File: config.mk
export PLATFORM = sky130hd
export DESIGN_NAME = lcal_out
export DESIGN_NICKNAME = d
export VERILOG_FILES = /design/src/lcal_pkg.sv /design/src/lcal_out.sv
export SDC_FILE = /design/constraint.sdc
export NUM_CORES = 1
export LEC_CHECK = 0
export ABC_CLOCK_PERIOD_IN_PS = 1790
export BUFFER_PORTS_ARGS = -buffer_cell sky130_fd_sc_hd__buf_2
export CORE_AREA = 10 10 47 49
export CTS_CLUSTER_SIZE = 24
export DETAILED_ROUTE_END_ITERATION = 7
export DIE_AREA = 0 0 57 59
export PLACE_DENSITY = 0.69
export SLEW_MARGIN = 5
export SYNTH_ARGS = -nofsm -noshare
export SYNTH_HDL_FRONTEND = slang
export SYNTH_SLANG_ARGS = --single-unit
File: constraint.sdc
create_clock -name aclk -period 1.79 [get_ports aclk]
set_input_delay 0.0895 -clock aclk [delete_from_list [all_inputs] [get_ports aclk]]
set_output_delay 0.0895 -clock aclk [all_outputs]
set_load 0.01 [all_outputs]
File: src/lcal_pkg.sv
// ----------------------------------------------------------------------------
// lcal_pkg
// Shared constants, command codes and the result word type of the
// lowest-common-ancestor lifting block.
// ----------------------------------------------------------------------------
package lcal_pkg;

    localparam int MAX_NODES_DEF = 1024;
    localparam int LEVELS_DEF    = 10;

    localparam int CMD_W   = 2;
    localparam int NODE_W  = 10;
    localparam int DEPTH_W = 10;

    localparam logic [DEPTH_W-1:0] DEPTH_MAX = 10'd1023;

    localparam logic [CMD_W-1:0] CMD_ROOT  = 2'd0;
    localparam logic [CMD_W-1:0] CMD_CHILD = 2'd1;
    localparam logic [CMD_W-1:0] CMD_QUERY = 2'd2;

    // result word from the sequencer to the output stage
    typedef struct packed {
        logic              valid;
        logic [NODE_W-1:0] ancestor;
    } lcal_res_t;

endpackage

File: src/lcal_out.sv
// ----------------------------------------------------------------------------
// lcal_out
// Output register stage: holds one result word until the sink takes it.
// ----------------------------------------------------------------------------
module lcal_out (
    input  logic                        aclk,
    input  logic                        aresetn,
    input  lcal_pkg::lcal_res_t         res,
    output logic                        res_ready,
    output logic                        m_valid,
    input  logic                        m_ready,
    output logic [lcal_pkg::NODE_W-1:0] m_common_ancestor
);
    import lcal_pkg::*;

    logic              valid_reg;
    logic [NODE_W-1:0] data_reg;

    assign res_ready = !valid_reg || m_ready;

    always_ff @(posedge aclk) begin
        if (!aresetn) begin
            valid_reg <= 1'b0;
        end else if (res_ready) begin
            valid_reg <= res.valid;
        end
        if (res_ready && res.valid) begin
            data_reg <= res.ancestor;
        end
    end

    assign m_valid           = valid_reg;
    assign m_common_ancestor = data_reg;

endmodule

==> out/qor.tcl <==
set qor(p_per_area_nw_per_um2) 847
set qor(timing_max_transition_violations_final) 0
set qor(internal_power_uw) 423
set qor(post-route-period-util_pct) 52.3
set qor(start_util_pct) 25.5
set qor(design.core.area_um2) 1400
set qor(areaGrowthSynthToFinish_pct) 75.9
set qor(r2r.worst_path.cells) 2
set qor(net_switching_power_of_the_design_uw) 110
set qor(std_cell_rows) 14
set qor(n_antenna_cell) 0
set qor(power_frac_seq_pct) 56.7
set qor(pwr-share-comb_pct) 12.5
set qor(synth.yosys.warnings) 0
set qor(synth.distinct_cells) 6
set qor(post-route-util_pct) 44.9
set qor(numCtsBuffers) 3
set qor(worst_setup_path_startpoint) {m_valid}
set qor(setup_ws_ns) 0.854
set qor(design.final.nets) 69
set qor(instances_no_fill) 70
set qor(syn-num-nets) 29
set qor(cts_setup_buffers) 0
set qor(rr_startpoint) {m_valid}
set qor(worstHoldPathType) {primary input to flip-flop}
set qor(global_route_wire_length_before_repair_mm) 1.48
set qor(routed_wire_length_per_instance_um) 13.3
set qor(initial_antenna_violation_count) 0
set qor(hold_viol_final) 0
set qor(crit-reg2reg-capture) {m_common_ancestor[6]}
set qor(cts_tree) {yes}
set qor(antenna_violating_nets_post_route) 0
set qor(cts.path.max_buffers) 2
set qor(layout-drive-gt1-share_pct) 57.4
set qor(clock_tree.root_cell) {sky130_fd_sc_hd__clkbuf_4}
set qor(fp.dieW_um) 57
set qor(slew_headroom_pct) 90.9
set qor(flop_and_latch_count_out_of_synthesis) 11
set qor(finalWirelength_um) 932
set qor(outcome) {finished, final reports clean}
set qor(cp_launch_type) {flip-flop}
set qor(clock_skew_ns) 0.00309
set qor(grt_start_max_net_pins) 11
set qor(totalNegativeSetupSlack_ns) 0
set qor(netSwitchingFraction_pct) 20.6
set qor(h-tree-depth) 1
set qor(finalCriticalPeriod_ns) 0.936
set qor(cap_violations) 0
set qor(routabilityCongestion) 0.613
set qor(critPathCapture) {res_ready}
set qor(fillerInstances) 140
set qor(global_route.overflow_total) 0
set qor(cts.clk_slew.worst_paths_ns) 0.07
set qor(final-seq-area_um2) 320
set qor(syn_area_per_cell_um2) 23.9
set qor(end_kind) {output port}
set qor(mostFrequentLayoutCell) {sky130_fd_sc_hd__buf_2}
set qor(timing.critical_path.fanout_max) 3
set qor(die_outline_area_um2) 3360
set qor(top_level_i_o_count) 26
set qor(dr.first_iter.drc_count) 1
set qor(worst_hold_startpoint) {aresetn}
set qor(setup.reg_to_reg.worst_slack_ns) 0.86
set qor(mostFrequentLayoutCells) {25 x sky130_fd_sc_hd__buf_2, 10 x sky130_fd_sc_hd__dlygate4sd3_1, 10 x sky130_fd_sc_hd__edfxtp_1}
set qor(remaining_drc_errors) 0
set qor(synthesis.area_um2) 358
set qor(die_height_um) 59
set qor(grt.total_usage_pct) 5.95
set qor(synth_sequential_area_ratio_pct) 89.5
set qor(instance_area_at_placement_um2) 503
set qor(i_o_buffers) 25
set qor(critical_path_arrival_ns) 0.85
set qor(drt_pass1_iterations) 2
set qor(clock-sinks) 11
set qor(critical_path_required_ns) 1.70
set qor(p_leak_uw) 0.000280
set qor(final_area_um2) 629
set qor(first_global_vias) 325
set qor(place_ws_ns) 0.867
set qor(fmaxAchievable_mhz) 1070
set qor(clkLatencyLatePin_ns) 0.26
set qor(criticalPathCategory) {flip-flop to output port}
set qor(vias_per_cell) 3.91
set qor(vdd_ir_drop_max_mv) 0.347
set qor(setup_repair_after_global_routing_missed_its_margin) {no}
set qor(placed_cells_incl_taps) 56
set qor(setup_viol_count_final) 0
set qor(multi_input_area_um2) 33.8
set qor(synthCells) 15
set qor(vias) 274
set qor(worst_slew_pin_slew_ns) 0.137
set qor(share_clk_of_total_power_pct) 30.8
-- worst max-delay path, stage by stage, from the launching register on --
cell	delay, ns
sky130_fd_sc_hd__dfxtp_1	0.37
sky130_fd_sc_hd__nand2b_4	0.07
sky130_fd_sc_hd__buf_2	0.14
-- metrics by stage --
| step | total power (µW) | hold WS [ns] |
|---|---|---|
| 3_5_place_dp | 358 | 0.268 |
| 5_1_grt | 564 | 0.0536 |
| 4_1_cts | 538 | 0.00333 |
| 6_report | 533 | 0.0488 |
| 2_1_floorplan | 328 | 0.188 |
| 3_3_place_gp | 357 | 0.267 |
-- synthesized netlist by cell type --
cell	n	area, µm²
sky130_fd_sc_hd__a21boi_2	1	11.3
sky130_fd_sc_hd__edfxtp_1	10	300
sky130_fd_sc_hd__inv_1	1	3.75
sky130_fd_sc_hd__and2_4	1	8.76
sky130_fd_sc_hd__nand2b_4	1	13.8
sky130_fd_sc_hd__dfxtp_1	1	20.0
-- worst min-delay path by stage --
stage                                       to  slack, ns  depth (start not counted)
after floorplan           m_common_ancestor[0]       0.19                          0
after global placement    m_common_ancestor[8]       0.27                          1
after detailed placement  m_common_ancestor[0]       0.27                          1
after CTS                 m_common_ancestor[5]      0.003                          1
after global routing                   m_valid       0.05                          2
final                                  m_valid       0.05                          2
-- power by group through the flow --
stage	Sequential [µW]	Clock, µW	Combinational [µW]
floorplan	316	0	11.3
global route	303	187	73.6
CTS	302	170	65.6
finish	302	164	66.6
global placement	307	0	49.8
detailed placement	308	0	50.6
-- state kept, by name, summed over array words and instances, names as in the netlist --
name and flops:
m_common_ancestor 10, m_valid 1
-- routing by layer --
layer / track usage, % / vias to the layer above / routed length, µm
li1: - / 134 / -
met1: 5.77 / 113 / 352
met2: 7.91 / 22 / 414
met3: 4.94 / 5 / 139
met4: 5.03 / 0 / 26
met5: 0 / - / 0
-- repair_timing --
action / in CTS / in global routing
hold buffers: 9 / 1
gates resized for setup: 0 / 0
endpoints found under the hold margin: 9 / 1
-- logic make-up after synthesis --
group	share of synthesized area [%]
AND/OR/NAND/NOR	6.29
buffers and inverters	1.05
flip-flops	89.5
AO/OA/AOI/OAI	3.15
-- area by class of cell --
| type | count | share of cell area (%) |
|---|---|---|
| sequential | 11 | 50.9 |
| timing repair buffer | 35 | 35.8 |
| multi-input combinational | 3 | 5.37 |
| clock buffer | 4 | 4.17 |
| tap | 16 | 3.18 |
| inverter | 1 | 0.596 |
Power figures use the tool's default switching activity.
