<file path="src/lcal_ram.sv">
// ----------------------------------------------------------------------------
// lcal_ram
// Generic simple dual-port RAM: one write port, one read port, registered
// read data (held while no read is issued).
// ----------------------------------------------------------------------------
module lcal_ram #(
    parameter int WIDTH = 8,
    parameter int DEPTH = 16,
    parameter int AW    = (DEPTH > 1) ? $clog2(DEPTH) : 1
) (
    input  logic             aclk,
    input  logic             we,
    input  logic [AW-1:0]    waddr,
    input  logic [WIDTH-1:0] wdata,
    input  logic             re,
    input  logic [AW-1:0]    raddr,
    output logic [WIDTH-1:0] rdata
);

    logic [WIDTH-1:0] mem [DEPTH];
    logic [WIDTH-1:0] rdata_reg;

    always_ff @(posedge aclk) begin
        if (we) begin
            mem[waddr] <= wdata;
        end
        if (re) begin
            rdata_reg <= mem[raddr];
        end
    end

    assign rdata = rdata_reg;

endmodule

</file>
<file path="config.mk">
export PLATFORM = sky130hd
export DESIGN_NAME = lcal_ram
export DESIGN_NICKNAME = d
export VERILOG_FILES = /design/src/lcal_ram.sv
export SDC_FILE = /design/constraint.sdc
export NUM_CORES = 1
export LEC_CHECK = 0
export BUFFER_PORTS_ARGS = -buffer_cell sky130_fd_sc_hd__buf_2
export CORE_ASPECT_RATIO = 0.7
export CORE_MARGIN = 5
export CORE_UTILIZATION = 50
export CTS_CLUSTER_DIAMETER = 30
export DETAILED_ROUTE_END_ITERATION = 8
export PLACE_DENSITY = 0.7
export SYNTH_ARGS = -nofsm -noshare
export SYNTH_HDL_FRONTEND = slang
export SYNTH_SLANG_ARGS = --single-unit
</file>
<file path="constraint.sdc">
create_clock -name aclk -period 2.6 [get_ports aclk]
set_input_delay 0.52 -clock aclk [delete_from_list [all_inputs] [get_ports aclk]]
set_output_delay 0.52 -clock aclk [all_outputs]
set_load 0.03 [all_outputs]
</file>
==> results.md <==
- Critical Path, Cell by Cell: buf_2, buf_12, mux4_1, a22oi_1, nand2_1
- Number of antenna repair diodes: 0
- CP endpoint: rdata[2]$_DFFE_PP_
- Post-DR wirelength/cell: about 23 um
- Clock-pin transition on the worst setup and hold timing paths: roughly 0.06 ns
- Startpoint of the lowest-slack hold path: re
- Status: finished, final reports clean
- Worst reg2reg path depth: 3
- Number of logic stages on the critical path including buffering: 5
- Remaining routing DRC violations: 0
- Post-route clock skew: 0.00959 ns
- Post-route insts no fill: approximately 430
- Total clock sinks: approximately 140
- Buffer type at the clock tree root: sky130_fd_sc_hd__clkbuf_16
- Post-Synthesis Mean Instance Area: 22.8 um^2
- Final Max Tran Viols: 0
- Synthesized area: 0.00523 mm^2
- Ratio of final minimum period to clock period: 63.9%
- Crit. Startpoint: raddr[0]
- Startpoint kind of the worst setup timing path: input port
- R2R Path End: rdata[2]$_DFFE_PP_
- Post-DRT Antenna Nets: 0
- Hold-fix buffer count after cts: 0
- Max reg flops: roughly 130
- Required arrival time at the worst endpoint: 2.74 ns
- Routability Congestion: around 0.73
- Layout cells sized above 1: a little under a third
- Fraction of power spent switching nets: between 15 and 20%
- Achievable Freq: 602 MHz
- Wirelength, routed: 9.76 mm
- Sequential cell area fraction in the yosys report: roughly four fifths
- Number of antenna violations at the first check in global routing: 0
- Max-cap violation count: 0
- Post-layout power: 5.18 mW
- GRT overflow: 0
- Net Switching: 1.02 mW
- Worst reg-to-reg setup slack: 1.15 ns
- RSZ-0062 raised after global routing: false
- Buf+Inv Stages, Crit Path: 2
- Die extent in x: about 130 um
- Final HPWL DP: 6.15 mm
- Final critical delay including setup and external delays: 1.66 ns
- Highest fanout seen on the critical path: 32
- Count of boundary I/O pins: 27
- Die height: 95.6 um
- Number of nets in the layout: 301
- Count of buffers added by post-CTS timing repair for setup: 0
- Clock latency of the later-clocked register in the worst-skew pair: around 0.41 ns
- Vias in the first global route: 2518
- Number of cells in the design after placement: 395
- Global routing usage summed across all routing layers: 17.0%
- Area added between synthesis and finish: 18.7%
- Final Setup Violations: 0
- Maximum buffer depth of the clock tree: 2
- Crit path capture type: flop
- Reported leakage power: between 2 and 2.5 nW
- Worst min-delay path class: input port to flop
- Worst vdd rail ir drop: 0.000509 V
- Total Neg Setup Slack: 0 ns
- Proportion of power drawn by flip-flops and latches: 48.0%
- Worst-path cell with the longest stage delay: sky130_fd_sc_hd__mux4_1
- Global-route wire length before repair: approximately 15 mm
- Die Footprint: around 0.013 mm^2
- DR vias/cell: 5.73
- Number of cells upsized or downsized after cts: 0
- Slew at the pin closest to its max-slew limit: 0.747 ns
- Number of synthesized register bits: 136
- Number of standard cells after synthesis: 229
- Count of distinct cell types in the synthesized netlist: 18
- Hold WS: around 0.48 ns
- Power density over the cells: 834 mW/mm^2
- Port Buffers: 26
- Largest delay share family, worst path: multiplexers
- Synth Warn #: 0
- Number of nets produced by synthesis: about 250
- Placeable core area: 0.0103 mm^2
- Floorplan row count: 31
- Power Internal: 4.16 mW
- CTS tree: done
- Share of power burned in the clock network: 47.4%
- First-pass detailed-route iteration total: 5
- DR vias: 2447
- Largest stage delay on the critical path: a little under 0.6 ns
- Endpoints failing hold: 0
- Kind of critical path: input port to flop
- Initial DRC Count: 189
- Crit Reg-Reg Startpoint: mem[6][2]$_DFFE_PP_
- Cts bufs inserted: 17
- Initial core utilization: 50.9%
- CTS HTree Levels: 4
- Endpoint arrival time on the critical path: 1.80 ns
- Largest net degree at the start of global routing: 33
- Worst relative slew slack: about half
- Relative contribution of combinational cells to total power: between 4 and 5%
[final cells by class]
| cell class | instances | area [um^2] |
|---|---|---|
| flip-flops and latches | 136 | 4080 |
| well taps | 132 | 165 |
| multi-input cells | 83 | 1060 |
| clock buffers | 18 | 429 |
| clock inverters | 14 | 181 |
| repair buffers | 44 | 290 |
| fillers | 713 | 4070 |
[power groups by stage]
stage	logic [mW]	registers (mW)	clock network, mW
6_report	0.241	2.48	2.45
5_1_grt	0.263	2.49	2.61
3_3_place_gp	0.239	2.53	0
4_1_cts	0.245	2.49	2.49
2_1_floorplan	0.125	2.55	0
3_5_place_dp	0.245	2.53	0
[cells by family (layout without fill, tap and decap cells)]
group / count (synthesis) / count (layout) / share of synthesized area, %
DFF: 136 / 136 / 78.1
AOI/OAI and AO/OA: 16 / 16 / 2.30
buffers and inverters: 10 / 76 / 1.65
and+or+nand+nor: 35 / 35 / 3.14
muxes: 32 / 32 / 14.8
[placed cells by master (no fill, tap or decap)]
master                         n
sky130_fd_sc_hd__edfxtp_1    136
sky130_fd_sc_hd__buf_2        26
sky130_fd_sc_hd__mux4_2       18
sky130_fd_sc_hd__clkbuf_16    17
sky130_fd_sc_hd__a22oi_1      16
sky130_fd_sc_hd__buf_4        16
sky130_fd_sc_hd__mux4_1       14
sky130_fd_sc_hd__nor2_1       13
sky130_fd_sc_hd__nand2_1       9
sky130_fd_sc_hd__nor3_1        4
sky130_fd_sc_hd__bufinv_16     4
sky130_fd_sc_hd__clkinvlp_4    4
sky130_fd_sc_hd__clkinv_2      3
sky130_fd_sc_hd__nand3b_1      2
sky130_fd_sc_hd__nand2b_1      2
sky130_fd_sc_hd__clkinv_1      2
sky130_fd_sc_hd__buf_12        2
sky130_fd_sc_hd__nor2b_1       1
sky130_fd_sc_hd__and2_1        1
sky130_fd_sc_hd__and2b_1       1
sky130_fd_sc_hd__nand3_1       1
sky130_fd_sc_hd__or3b_2        1
sky130_fd_sc_hd__clkinv_4      1
sky130_fd_sc_hd__clkbuf_1      1
[per-layer routing]
| layer | routed length (um) | GRT usage [%] | part of all wire (%) | up-vias |
|---|---|---|---|---|
| met5 | 0 | 0 | 0 | - |
| met4 | 64 | 5.59 | 0.66 | 0 |
| met3 | 907 | 5.54 | 9.3 | 7 |
| met2 | 4350 | 23.2 | 45 | 106 |
| met1 | 4450 | 26.0 | 46 | 1248 |
| li1 | - | - | - | 1086 |
[how the worst min path moves through the flow]
stage | slack (ns) | end | cells past startpoint
floorplan | 0.62 | mem[0][0]$_DFFE_PP_ | 0
global placement | 0.72 | rdata[3]$_DFFE_PP_ | 3
detailed placement | 0.75 | rdata[7]$_DFFE_PP_ | 3
CTS | 0.46 | rdata[6]$_DFFE_PP_ | 1
global route | 0.48 | rdata[6]$_DFFE_PP_ | 1
finish | 0.48 | rdata[6]$_DFFE_PP_ | 1
[cell usage after synthesis]
master	count	area [um^2]
sky130_fd_sc_hd__a22oi_1	16	120
sky130_fd_sc_hd__and2_1	1	6.26
sky130_fd_sc_hd__and2b_1	1	7.51
sky130_fd_sc_hd__buf_2	3	15.0
sky130_fd_sc_hd__buf_4	1	7.51
sky130_fd_sc_hd__buf_6	3	33.8
sky130_fd_sc_hd__clkdlybuf4s25_2	3	30.0
sky130_fd_sc_hd__edfxtp_1	136	4080
sky130_fd_sc_hd__mux4_1	14	368
sky130_fd_sc_hd__mux4_2	18	405
sky130_fd_sc_hd__nand2_1	9	33.8
sky130_fd_sc_hd__nand2b_1	2	12.5
sky130_fd_sc_hd__nand3_1	1	5.00
sky130_fd_sc_hd__nand3b_1	2	15.0
sky130_fd_sc_hd__nor2_1	13	48.8
sky130_fd_sc_hd__nor2b_1	1	6.26
sky130_fd_sc_hd__nor3_1	4	20.0
sky130_fd_sc_hd__or3b_2	1	8.76
[stage by stage]
stage	worst slack [ns]	utilization, %	area, um^2
final	0.940	60.4	6210
after global routing	0.861	60.4	6210
after CTS	0.925	60.4	6210
after detailed placement	0.494	54.4	5600
after global placement	0.489	54.4	5600
after floorplan	0.587	-	5230
Power figures use the tool's default switching activity.
