===== config.mk =====
export PLATFORM = sky130hd
export DESIGN_NAME = lcal_ctrl
export DESIGN_NICKNAME = d
export VERILOG_FILES = /design/src/lcal_pkg.sv /design/src/lcal_ctrl.sv
export SDC_FILE = /design/constraint.sdc
export NUM_CORES = 1
export LEC_CHECK = 0
export BUFFER_PORTS_ARGS = -buffer_cell sky130_fd_sc_hd__buf_2
export CAP_MARGIN = 10
export CELL_PAD_IN_SITES_DETAIL_PLACEMENT = 1
export CELL_PAD_IN_SITES_GLOBAL_PLACEMENT = 1
export CORE_MARGIN = 2
export CORE_UTILIZATION = 42
export DETAILED_ROUTE_END_ITERATION = 10
export PLACE_DENSITY_LB_ADDON = 0.15
export SLEW_MARGIN = 20
export SYNTH_ARGS = -nofsm -noshare
export SYNTH_HDL_FRONTEND = slang
export SYNTH_SLANG_ARGS = --single-unit

===== constraint.sdc =====
create_clock -name aclk -period 6.5 [get_ports aclk]
set_clock_uncertainty 0.1 [all_clocks]
set_input_delay 0 -clock aclk [delete_from_list [all_inputs] [get_ports aclk]]
set_output_delay 0 -clock aclk [all_outputs]
set_load 0.01 [all_outputs]

===== src/lcal_pkg.sv =====
// ----------------------------------------------------------------------------
// lcal_pkg
// Shared constants, command codes and the result word type of the
// lowest-common-ancestor lifting block.
// ----------------------------------------------------------------------------
package lcal_pkg;

    localparam int MAX_NODES_DEF = 1024;
    localparam int LEVELS_DEF    = 10;

    localparam int CMD_W   = 2;
    localparam int NODE_W  = 10;
    localparam int DEPTH_W = 10;

    localparam logic [DEPTH_W-1:0] DEPTH_MAX = 10'd1023;

    localparam logic [CMD_W-1:0] CMD_ROOT  = 2'd0;
    localparam logic [CMD_W-1:0] CMD_CHILD = 2'd1;
    localparam logic [CMD_W-1:0] CMD_QUERY = 2'd2;

    // result word from the sequencer to the output stage
    typedef struct packed {
        logic              valid;
        logic [NODE_W-1:0] ancestor;
    } lcal_res_t;

endpackage


===== src/lcal_ctrl.sv =====
// ----------------------------------------------------------------------------
// lcal_ctrl
// Sequencer: walks the jump table and depth RAM for attach and query words,
// one dependent read at a time, and hands finished answers to the output.
// ----------------------------------------------------------------------------
module lcal_ctrl #(
    parameter int MAX_NODES = lcal_pkg::MAX_NODES_DEF,
    parameter int LEVELS    = lcal_pkg::LEVELS_DEF,
    parameter int NW        = $clog2(MAX_NODES),
    parameter int JAW       = $clog2(MAX_NODES * LEVELS),
    parameter int DAW       = $clog2(MAX_NODES)
) (
    input  logic                           aclk,
    input  logic                           aresetn,
    input  logic                           s_valid,
    output logic                           s_ready,
    input  logic [lcal_pkg::CMD_W-1:0]     s_command,
    input  logic [lcal_pkg::NODE_W-1:0]    s_node,
    input  logic [lcal_pkg::NODE_W-1:0]    s_other_node,
    output logic                           j_we,
    output logic [JAW-1:0]                 j_waddr,
    output logic [NW:0]                    j_wdata,
    output logic                           j_re,
    output logic [JAW-1:0]                 j_raddr,
    input  logic [NW:0]                    j_rdata,
    output logic                           d_we,
    output logic [DAW-1:0]                 d_waddr,
    output logic [lcal_pkg::DEPTH_W-1:0]   d_wdata,
    output logic                           d_re,
    output logic [DAW-1:0]                 d_raddr,
    input  logic [lcal_pkg::DEPTH_W-1:0]   d_rdata,
    output lcal_pkg::lcal_res_t            res,
    input  logic                           res_ready
);
    import lcal_pkg::*;

    localparam int LW = (LEVELS > 1) ? $clog2(LEVELS) : 1;
    localparam logic [LW-1:0] LMAX = LW'(LEVELS - 1);

    localparam logic [3:0] ST_IDLE = 4'd0;
    localparam logic [3:0] ST_ROOT = 4'd1;
    localparam logic [3:0] ST_CDEP = 4'd2;
    localparam logic [3:0] ST_CRD  = 4'd3;
    localparam logic [3:0] ST_CWR  = 4'd4;
    localparam logic [3:0] ST_QD0  = 4'd5;
    localparam logic [3:0] ST_QD1  = 4'd6;
    localparam logic [3:0] ST_LA   = 4'd7;
    localparam logic [3:0] ST_LB   = 4'd8;
    localparam logic [3:0] ST_DA   = 4'd9;
    localparam logic [3:0] ST_DB   = 4'd10;
    localparam logic [3:0] ST_FIN  = 4'd11;
    localparam logic [3:0] ST_DONE = 4'd12;

    logic [3:0]         state_reg, state_next;
    logic [LW-1:0]      k_reg, k_next;
    logic [NW-1:0]      x_reg, x_next;
    logic [NW-1:0]      y_reg, y_next;
    logic [NW:0]        e_reg, e_next;       // entry: valid at MSB, index below
    logic [DEPTH_W-1:0] dcmp_reg, dcmp_next;
    logic [NODE_W-1:0]  ans_reg, ans_next;

    logic [NW-1:0] in_a, in_b, x_new, y_new;
    logic          a_ok, b_ok, take;
    logic [NW-1:0] jr_node;
    logic [LW-1:0] jr_lv;
    logic [NW-1:0] jw_node;
    logic [LW-1:0] jw_lv;

    function automatic logic [JAW-1:0] jaddr(input logic [NW-1:0] n, input logic [LW-1:0] lv);
        return JAW'(32'(n) * LEVELS + 32'(lv));
    endfunction

    assign in_a = NW'(s_node);
    assign in_b = NW'(s_other_node);
    assign a_ok = 32'(s_node) < 32'(MAX_NODES);
    assign b_ok = 32'(s_other_node) < 32'(MAX_NODES);

    assign s_ready      = (state_reg == ST_IDLE);
    assign res.valid    = (state_reg == ST_DONE);
    assign res.ancestor = ans_reg;

    assign j_raddr = jaddr(jr_node, jr_lv);
    assign j_waddr = jaddr(jw_node, jw_lv);

    always_comb begin
        state_next = state_reg;
        k_next     = k_reg;
        x_next     = x_reg;
        y_next     = y_reg;
        e_next     = e_reg;
        dcmp_next  = dcmp_reg;
        ans_next   = ans_reg;
        j_we       = 1'b0;
        jw_node    = x_reg;
        jw_lv      = k_reg;
        j_wdata    = '0;
        j_re       = 1'b0;
        jr_node    = x_reg;
        jr_lv      = k_reg;
        d_we       = 1'b0;
        d_waddr    = DAW'(x_reg);
        d_wdata    = '0;
        d_re       = 1'b0;
        d_raddr    = DAW'(y_reg);
        x_new      = x_reg;
        y_new      = y_reg;
        take       = 1'b0;

        case (state_reg)
            ST_IDLE: begin
                if (s_valid) begin
                    x_next = in_a;
                    y_next = in_b;
                    case (s_command)
                        CMD_ROOT: begin
                            if (a_ok) begin
                                d_we       = 1'b1;
                                d_waddr    = DAW'(in_a);
                                k_next     = '0;
                                state_next = ST_ROOT;
                            end
                        end
                        CMD_CHILD: begin
                            if (a_ok && b_ok) begin
                                d_re       = 1'b1;
                                d_raddr    = DAW'(in_b);
                                state_next = ST_CDEP;
                            end
                        end
                        CMD_QUERY: begin
                            if (a_ok && b_ok) begin
                                d_re       = 1'b1;
                                d_raddr    = DAW'(in_a);
                                state_next = ST_QD0;
                            end else begin
                                ans_next   = '0;
                                state_next = ST_DONE;
                            end
                        end
                        default: begin
                        end
                    endcase
                end
            end
            ST_ROOT: begin
                j_we = 1'b1;
                if (k_reg == LMAX) begin
                    state_next = ST_IDLE;
                end else begin
                    k_next = k_reg + LW'(1);
                end
            end
            ST_CDEP: begin
                d_we    = 1'b1;
                d_wdata = (d_rdata == DEPTH_MAX) ? DEPTH_MAX : d_rdata + DEPTH_W'(1);
                j_we    = 1'b1;
                jw_lv   = '0;
                j_wdata = {1'b1, y_reg};
                e_next  = {1'b1, y_reg};
                k_next  = LW'(1);
                state_next = (LEVELS == 1) ? ST_IDLE : ST_CRD;
            end
            ST_CRD: begin
                if (e_reg[NW]) begin
                    j_re       = 1'b1;
                    jr_node    = e_reg[NW-1:0];
                    jr_lv      = k_reg - LW'(1);
                    state_next = ST_CWR;
                end else begin
                    // chain ended: rest of the levels are empty
                    j_we = 1'b1;
                    if (k_reg == LMAX) begin
                        state_next = ST_IDLE;
                    end else begin
                        k_next = k_reg + LW'(1);
                    end
                end
            end
            ST_CWR: begin
                j_we    = 1'b1;
                j_wdata = j_rdata;
                e_next  = j_rdata;
                if (k_reg == LMAX) begin
                    state_next = ST_IDLE;
                end else begin
                    k_next     = k_reg + LW'(1);
                    state_next = ST_CRD;
                end
            end
            ST_QD0: begin
                dcmp_next  = d_rdata;
                d_re       = 1'b1;
                d_raddr    = DAW'(y_reg);
                state_next = ST_QD1;
            end
            ST_QD1: begin
                j_re  = 1'b1;
                jr_lv = LMAX;
                if (dcmp_reg < d_rdata) begin
                    x_next  = y_reg;
                    y_next  = x_reg;
                    jr_node = y_reg;
                end else begin
                    dcmp_next = d_rdata;
                    jr_node   = x_reg;
                end
                k_next     = LMAX;
                state_next = ST_LA;
            end
            ST_LA: begin
                e_next     = j_rdata;
                d_re       = 1'b1;
                d_raddr    = DAW'(j_rdata[NW-1:0]);
                state_next = ST_LB;
            end
            ST_LB: begin
                if (e_reg[NW] && (d_rdata >= dcmp_reg)) begin
                    x_new = e_reg[NW-1:0];
                end
                x_next  = x_new;
                j_re    = 1'b1;
                jr_node = x_new;
                if (k_reg == '0) begin
                    if (x_new == y_reg) begin
                        j_re       = 1'b0;
                        ans_next   = NODE_W'(x_new);
                        state_next = ST_DONE;
                    end else begin
                        jr_lv      = LMAX;
                        k_next     = LMAX;
                        state_next = ST_DA;
                    end
                end else begin
                    jr_lv      = k_reg - LW'(1);
                    k_next     = k_reg - LW'(1);
                    state_next = ST_LA;
                end
            end
            ST_DA: begin
                e_next     = j_rdata;
                j_re       = 1'b1;
                jr_node    = y_reg;
                state_next = ST_DB;
            end
            ST_DB: begin
                take = (e_reg != j_rdata) && e_reg[NW] && j_rdata[NW];
                if (take) begin
                    x_new = e_reg[NW-1:0];
                    y_new = j_rdata[NW-1:0];
                end
                x_next  = x_new;
                y_next  = y_new;
                j_re    = 1'b1;
                jr_node = x_new;
                if (k_reg == '0) begin
                    // last read fetches the parent of x
                    jr_lv      = '0;
                    state_next = ST_FIN;
                end else begin
                    jr_lv      = k_reg - LW'(1);
                    k_next     = k_reg - LW'(1);
                    state_next = ST_DA;
                end
            end
            ST_FIN: begin
                ans_next   = j_rdata[NW] ? NODE_W'(j_rdata[NW-1:0]) : '0;
                state_next = ST_DONE;
            end
            ST_DONE: begin
                if (res_ready) begin
                    state_next = ST_IDLE;
                end
            end
            default: begin
                state_next = ST_IDLE;
            end
        endcase
    end

    always_ff @(posedge aclk) begin
        if (!aresetn) begin
            state_reg <= ST_IDLE;
        end else begin
            state_reg <= state_next;
        end
        k_reg    <= k_next;
        x_reg    <= x_next;
        y_reg    <= y_next;
        e_reg    <= e_next;
        dcmp_reg <= dcmp_next;
        ans_reg  <= ans_next;
    end

endmodule


==> results of run 1 <==
## layout make-up
type,count,area share
clock buffers,11,0.0290
clock inverters,4,0.00530
inverters,43,0.0201
multi-input cells,642,0.568
flip-flops and latches,59,0.216
well taps,216,0.0337
repair buffers,171,0.128
## worst max-delay path: cells and delay by family, from the launching register on
kind,cells,cell delay (ns)
AO/OA/AOI/OAI,9,2.47
buffers and inverters,3,0.32
adder cells (fa/ha/maj),4,1.26
flip-flops,1,0.33
AND/OR/NAND/NOR,6,1.24
## timing repair
item / in CTS / in global routing
hold endpoints to repair: 31 / 0
buffers inserted: 0 / 0
hold buffers: 29 / 0
## synth_stat cells, types with 14 or more instances
library cell	number
sky130_fd_sc_hd__inv_1	42
sky130_fd_sc_hd__a22oi_1	14
sky130_fd_sc_hd__xor2_1	34
sky130_fd_sc_hd__ha_1	56
sky130_fd_sc_hd__nor3_1	15
sky130_fd_sc_hd__nand2_1	64
sky130_fd_sc_hd__nor2_1	65
sky130_fd_sc_hd__mux2_2	20
sky130_fd_sc_hd__xnor2_1	32
sky130_fd_sc_hd__edfxtp_1	55
sky130_fd_sc_hd__a222oi_1	17
sky130_fd_sc_hd__clkbuf_1	41
sky130_fd_sc_hd__a21oi_1	90
sky130_fd_sc_hd__o21ai_0	36
sky130_fd_sc_hd__nand3_1	25
## metrics by stage
| stage | util | setup slack, ns | cell area (um2) | std cells | power [mW] |
|---|---|---|---|---|---|
| 5_1_grt | 0.511 | 0.0923 | 8030 | 1146 | 3.10 |
| 3_3_place_gp | 0.474 | 1.16 | 7450 | 1102 | 2.34 |
| 6_report | 0.511 | 0.436 | 8030 | 1146 | 2.89 |
| 2_1_floorplan | - | 1.57 | 6690 | 796 | 1.79 |
| 4_1_cts | 0.510 | 0.455 | 8020 | 1146 | 2.88 |
| 3_5_place_dp | 0.474 | 0.874 | 7450 | 1102 | 2.38 |
## cells by family (layout without fill, tap and decap cells)
kind of cell / Yosys count / in the layout / share of synthesized area
AO/OA/AOI/OAI: 249 / 249 / 0.255
XOR/XNOR: 66 / 66 / 0.0865
adder cells (fa/ha/maj): 60 / 60 / 0.117
buffers and inverters: 95 / 229 / 0.0599
flip-flops: 59 / 59 / 0.259
multiplexers: 32 / 32 / 0.0517
AND/OR/NAND/NOR: 235 / 235 / 0.171
## path summary, 6_finish.rpt
check | from | end | cells after the start
setup reg to reg | dcmp_reg[9]$_DFFE_PP_ | ans_reg[3]$_DFFE_PP_ | 11
setup / recovery | dcmp_reg[9]$_DFFE_PP_ | j_raddr[13] | 22
hold / removal | res_ready | state_reg[2]$_SDFFE_PN0P_ | 4
hold reg to reg | e_reg[0]$_DFFE_PP_ | jw_node[0]$_DFFE_PP_ | 2
## routing by layer
layer | up-vias | GRT usage | share of wire
met4 | 2 | 0.0892 | 0.023
li1 | 3226 | - | -
met2 | 355 | 0.507 | 0.47
met1 | 3471 | 0.419 | 0.43
met3 | 52 | 0.0545 | 0.078
met5 | - | 0 | 0.00050
## power by group through the flow
stage          Sequential (mW)  Combinational, mW  Clock [mW]
2_1_floorplan            0.570               1.22           0
3_3_place_gp             0.681               1.66           0
3_5_place_dp             0.682               1.70           0
4_1_cts                  0.675               1.73       0.476
5_1_grt                  0.689               1.92       0.487
6_report                 0.684               1.73       0.476
==> out/metrics.sh, run 1 <==
COMBINATIONALPOWERSHARE=0.599
NUM_VIAS=7106
CRIT_PATH_START_KIND='register'
FINAL_PERIOD_MINUS_WORST_SETUP_SLACK_NS=6.06
FIRST_PASS_GRT_WIRE_LENGTH_MM=40.2
DRT-TOTAL-WL_MM=26.1
WORST_ENDPOINT_DATA_ARRIVAL_TIME_NS=5.96
DIE-WIDTH_UM=130
CTS_ROOT_BUF='sky130_fd_sc_hd__clkbuf_16'
UNREPAIRED_SETUP_ENDPOINTS_AFTER_GLOBAL_ROUTING='false'
DOMINANTREGCELLSYNTH='sky130_fd_sc_hd__edfxtp_1'
POWER.LEAKAGE_nW=3.61
YOSYS-TOP-CELLS-AREA='sky130_fd_sc_hd__edfxtp_1, sky130_fd_sc_hd__ha_1, sky130_fd_sc_hd__a21oi_1, sky130_fd_sc_hd__xor2_1, sky130_fd_sc_hd__xnor2_1'
FIN_NETS=1033
CTS_H_TREE_DEPTH=3
CTS.SINK_COUNT=59
ENDPOINT_KIND='primary output'
CLK_PIN_SLEW_NS=0.05
SYN-NUM-NETS=903
HOLDCRITPATHCLASS='primary input to register'
CLK_PATH_BUF_DEPTH=2
YOSYSSEQAREASHARE=0.259
VDD.IR_DROP.WORST_V=0.000277
RELSLEWSLACK=0.281
POSTSYNTHREGISTERBITS=59
CTS-BUFFERS-INSERTED=9
FINAL_LAYOUT_SIZE_SUFFIX_GT1_FRAC=0.208
ANTENNA_CELLS_INSERTED=0
SYNTH_TOP_AREA_FRAC=0.247
POSTSYNTHAREAPERCELL_UM2=8.40
TIMING.CRITICAL_PATH.REQUIRED_NS=6.40
ROUTE.ANTENNA.REMAINING_NETS=0
FIRST_ITER_VIOLATIONS=631
SWSHARE=0.467
ACHIEVABLE-FREQUENCY_GHz=0.165
CELL_PWR_DENSITY_nW_PER_UM2=360
ROW_COUNT=46
SYNTH-WARNING-COUNT=0
AREA_TAKEN_BY_MULTI_INPUT_LOGIC_GATES_UM2=4560
DRC=0
DIE-AREA_UM2=16900
HOLD_VIOL_FINAL=0
GRT_START_MAX_NET_PINS=40
MAX_SLEW.WORST_PIN.SLEW_NS=1.08
ROUTED_VIA_DENSITY=6.20
MAX_STAGE_DELAY_NS=0.42
AREA_GROWTH_SYN_TO_LAYOUT_PCT=20.1
SYNTH_ENABLE_FLOP_CELLS=55
HOLD-WORST-SLACK_NS=0.0112
ROUTE.DETAILED.WL_PER_INST_UM=22.8
LAYOUT.AREA.SEQ_UM2=1730
PLACE.GP.CONGESTION=0.921
FINALSETUPTNS_NS=0
INSERTION_DELAY_NS=0.35
MOST_PREVALENT_STANDARD_CELL_ON_THE_CRITICAL_PATH='sky130_fd_sc_hd__ha_1'
NUMBER_OF_INSERTED_FILLER_CELLS_IN_THE_FINAL_LAYOUT=1922
GRT.TOTAL_USAGE=0.309
VIAS_IN_THE_FIRST_GLOBAL_ROUTE=7125
R2R_SETUP_SLACK_NS=2.60
SYNTH_ASYNC_SR_FLOP_SHARE=0
FP.COREAREA_UM2=15700
HPWL_MM=19.6
CTS_TREE='built'
FLOORPLAN.INITIALDENSITY=0.425
CP_SLOWEST_CELL='sky130_fd_sc_hd__a311o_4'
CLOCK_POWER_SHARE=0.165
STATUS='finished, final reports clean'
SYNTHDOMINANTAREACELLTYPE='sky130_fd_sc_hd__edfxtp_1'
TOP_LEVEL_PORTS=132
CTSRESIZECOUNT=0
KIND_OF_CRITICAL_PATH='register to primary output'
TIMING.MAX_CAP.VIOLATIONS=0
NUMBER_OF_PINS_EXCEEDING_THEIR_MAX_SLEW_LIMIT_IN_THE_FINAL_REPORT=0
DIE_HEIGHT_UM=130
OVERFLOW=0
DRT_PASS1_ITERATIONS=9
NETLIST_AREA_UM2=6690
NETLIST-CELL-TYPE-COUNT=78
LAYOUT.CELLS.MOST_COMMON='sky130_fd_sc_hd__buf_2'
PLACE.PORT_BUFFERS=131
LARGEST_REG_FLOPS=11
ANTENNA_FOUND_INITIAL=1
INTERNAL-POWER_mW=1.54
CRITICAL_PATH.MAX_FANOUT=10
P_SW_mW=1.35
CRITICAL_PATH.CELL_CHAIN='inv_1 > ha_1 > nand4_1 > nand2_1 > a2bb2o_4 > a211o_1 > or2_1 > a311o_4 > a222oi_1 > inv_1 > ha_1 > ha_1 > fa_1 > a21o_1 > a21oi_1 > nor2b_1 > o31ai_1 > o2111ai_1 > nor3b_1 > o21ai_0 > nand2_1 > buf_2'
SYN_INST=796
POWER.SEQUENTIAL.FRACTION=0.236
LAYOUT_COMMON_CELLS='sky130_fd_sc_hd__buf_2, sky130_fd_sc_hd__a21oi_1, sky130_fd_sc_hd__nor2_1, sky130_fd_sc_hd__nand2_1, sky130_fd_sc_hd__ha_1'
PERIOD_SHARE=0.933
SETUP_VIOL_COUNT_FINAL=0
(Power assumes the default switching activity.)
==> run 2, diff against run 1 <==
--- a/config.mk
+++ b/config.mk
@@ -10,8 +10,9 @@
 export CELL_PAD_IN_SITES_DETAIL_PLACEMENT = 1
 export CELL_PAD_IN_SITES_GLOBAL_PLACEMENT = 1
 export CORE_MARGIN = 2
-export CORE_UTILIZATION = 42
+export CORE_UTILIZATION = 40
 export DETAILED_ROUTE_END_ITERATION = 10
+export HOLD_SLACK_MARGIN = 0.06
 export PLACE_DENSITY_LB_ADDON = 0.15
 export SLEW_MARGIN = 20
 export SYNTH_ARGS = -nofsm -noshare
==> constraint.sdc (replaced) <==
create_clock -name aclk -period 6.5 [get_ports aclk]
set_clock_uncertainty 0.1 [all_clocks]
set_input_delay 0 -clock aclk [delete_from_list [all_inputs] [get_ports aclk]]
set_output_delay 0 -clock aclk [all_outputs]
set_load 0.05 [all_outputs]
==> run 2 against run 1 <==
Against the previous run: design area grew 2.4%; critical endpoint unchanged; routed wire length shrank 0.77%; maximum frequency is essentially flat; hold slack gained 0.060 ns; critical path type unchanged; critical path depth is the same.
==> out/metrics.sh, run 2 (synthesis results as in run 1) <==
STATUS='finished, final reports clean'
DIE-AREA_UM2=17800  # +4.9%
CTS.SINK_COUNT=59  # unchanged
HPWL_MM=19.3  # -1.8%
INSERTION_DELAY_NS=0.34  # about the same
PERIOD_SHARE=0.933  # about the same
TIMING.CRITICAL_PATH.REQUIRED_NS=6.40  # about the same
DRT_PASS1_ITERATIONS=7  # -2
MOST_PREVALENT_STANDARD_CELL_ON_THE_CRITICAL_PATH='sky130_fd_sc_hd__ha_1'
GRT.TOTAL_USAGE=0.287  # -0.0217
CRIT_PATH_START_KIND='register'
ROUTED_VIA_DENSITY=6.12  # -1.3%
WORST_ENDPOINT_DATA_ARRIVAL_TIME_NS=5.96  # about the same
FINAL_LAYOUT_SIZE_SUFFIX_GT1_FRAC=0.207  # about the same
LAYOUT_SETUP_WS_NS=0.436  # +0.0000650 ns
CP_SLOWEST_CELL='sky130_fd_sc_hd__a311o_4'
HOLD_PATH_END='e_reg[6]$_DFFE_PP_'
LAYOUT_COMMON_CELLS='sky130_fd_sc_hd__buf_2, sky130_fd_sc_hd__a21oi_1, sky130_fd_sc_hd__nor2_1, sky130_fd_sc_hd__nand2_1, sky130_fd_sc_hd__ha_1'
FIRST_PASS_GRT_WIRE_LENGTH_MM=40.3  # +0.26%
FIRST_ITER_VIOLATIONS=601  # -4.8%
AREA_GROWTH_SYN_TO_LAYOUT_PCT=23.0
ENDPOINT_KIND='primary output'
R2R_SETUP_SLACK_NS=2.70  # +0.10 ns
DRT-TOTAL-WL_MM=25.9  # -0.77%
POWER.LEAKAGE_nW=3.69  # +2.4%
CTS_TREE='built'
CTS-BUFFERS-INSERTED=9  # unchanged
FINAL_PERIOD_MINUS_WORST_SETUP_SLACK_NS=6.06  # -0.0000650 ns
UNREPAIRED_SETUP_ENDPOINTS_AFTER_GLOBAL_ROUTING='false'
METAL_1_WL_MM=11.1  # -0.49%
CRITICAL_PATH.MAX_FANOUT=10  # unchanged
ROUTE.TOP_LAYER_USED='met4'
VIAS_IN_THE_FIRST_GLOBAL_ROUTE=7266  # +2.0%
ROW_COUNT=47  # +2.2%
TOP_LEVEL_PORTS=132  # unchanged
OVERFLOW=0  # unchanged
PLACEMENT.SETUP.WORST_SLACK_NS=0.811  # -0.0630 ns
HOLDCRITPATHCLASS='primary input to register'
CELL_PWR_DENSITY_nW_PER_UM2=454  # +26%
REG2REG_TO='ans_reg[0]$_DFFE_PP_'
CRITICAL_PATH.CELL_CHAIN='inv_1 > ha_1 > nand2_2 > o21ai_4 > a2bb2o_4 > a211o_1 > or2_1 > a311o_4 > a222oi_1 > inv_1 > ha_1 > ha_1 > fa_1 > a21o_1 > a21oi_1 > nor2b_1 > o31ai_1 > o2111ai_1 > nor3b_1 > o21ai_0 > nand2_1 > buf_2'
SETUP_VIOL_COUNT_FINAL=0  # unchanged
VDD.IR_DROP.WORST_V=0.000549  # +98%
FINALSETUPTNS_NS=0  # unchanged
MAX_STAGE_DELAY_NS=0.41  # about the same
ANTENNA_FOUND_INITIAL=1  # unchanged
ACHIEVABLE-FREQUENCY_GHz=0.165  # about the same
CTS_ROOT_BUF='sky130_fd_sc_hd__clkbuf_16'
HOLD_VIOL_FINAL=0  # unchanged
NUMBER_OF_PINS_EXCEEDING_THEIR_MAX_SLEW_LIMIT_IN_THE_FINAL_REPORT=0  # unchanged
POSTCTSSETUPBUFFERS=0  # unchanged
RELSLEWSLACK=0.254  # -0.0269
FLOORPLAN.INITIALDENSITY=0.406  # -0.0195
CLK_PATH_BUF_DEPTH=2  # unchanged
NUM_VIAS=7134  # +0.39%
MAX_SLEW.WORST_PIN.SLEW_NS=1.11  # +0.0352 ns
LAYOUT.CELLS.MOST_COMMON='sky130_fd_sc_hd__buf_2'
FIN_NETS=1047  # +1.4%
HOLDCRITSTARTPOINT='j_rdata[6]'
FP.COREAREA_UM2=16500  # +4.8%
TIMING.REG2REG.WORST_PATH_DEPTH=12  # +1
MIN_PATH_CELLS=2  # -2
KIND_OF_CRITICAL_PATH='register to primary output'
DIE_HEIGHT_UM=133  # +2.4%
MET3_WIRE_LENGTH_MM=1.85  # -9.5%
PLACE.GP.CONGESTION=0.926  # +0.48%
ROUTE.DETAILED.WL_PER_INST_UM=22.2  # -2.5%
ROUTE.MET2.WL_MM=12.4  # +1.1%
DIE-WIDTH_UM=133  # +2.4%
ROUTE.ANTENNA.REMAINING_NETS=0  # unchanged
CTS_H_TREE_DEPTH=3  # unchanged
TIMING.MAX_CAP.VIOLATIONS=0  # unchanged
PLACE.PORT_BUFFERS=131  # unchanged
DRC=0  # unchanged
LARGEST_REG_FLOPS=11  # unchanged
CLK_PIN_SLEW_NS=0.06  # about the same
GRT_START_MAX_NET_PINS=38  # -5.0%
CRIT-REG2REG-LAUNCH='dcmp_reg[9]$_DFFE_PP_'
-- run 2: routing by layer --
layer	vias up	GRT usage
li1	3252	-
met1	3509	0.385
met2	333	0.483
met3	40	0.0392
met4	0	0.0887
met5	-	0
-- run 2: cell type report --
cell class | count | area, um2
Clock buffer | 10 | 229
Sequential cell | 59 | 1730
Antenna cell | 1 | 2.50
Multi-Input combinational cell | 642 | 4560
Inverter | 43 | 161
Timing Repair Buffer | 185 | 1170
Fill cell | 2028 | 8240
Clock inverter | 6 | 104
Tap cell | 220 | 275
-- run 2: how the worst max path moves through the flow --
stage / from / to / slack, ns / cells past startpoint
after floorplan: dcmp_reg[9]$_DFFE_PP_ / j_raddr[12] / 0.98 / 22
after global placement: dcmp_reg[9]$_DFFE_PP_ / j_raddr[13] / 1.04 / 22
after detailed placement: dcmp_reg[9]$_DFFE_PP_ / j_raddr[13] / 0.81 / 22
after CTS: dcmp_reg[9]$_DFFE_PP_ / j_raddr[13] / 0.46 / 22
after global routing: dcmp_reg[9]$_DFFE_PP_ / j_raddr[13] / 0.01 / 22
final: dcmp_reg[9]$_DFFE_PP_ / j_raddr[13] / 0.44 / 22
-- run 2: per-stage QoR --
step	cells	instance area, um2	power [mW]	hold slack, ns	util
floorplan	796	6690	2.55	-0.00113	-
global placement	1107	7470	3.08	0.143	0.453
detailed placement	1107	7470	3.12	0.146	0.453
CTS	1165	8220	3.72	0.0628	0.499
global route	1165	8220	3.92	0.0879	0.499
finish	1166	8230	3.73	0.0710	0.500
-- run 2: power by group --
group / internal [mW] / switching (mW) / leakage, nW / total [mW]
Clock: 0.372 / 0.193 / 0.164 / 0.565
Combinational: 0.742 / 1.74 / 2.99 / 2.48
Sequential: 0.516 / 0.169 / 0.545 / 0.685
Total: 1.63 / 2.10 / 3.69 / 3.73
-- run 2: critical path, delay by kind of cell, from the launching register on --
kind            cells  cell delay [ns]
compound gates     10             2.69
flops               1             0.33
simple gates        5             0.90
fa+ha+maj           4             1.24
buf+inv             3             0.45
-- run 2: timing repair --
action,in CTS,in global routing
hold buffers,42,0
hold endpoints to repair,43,0
gates resized for setup,0,0
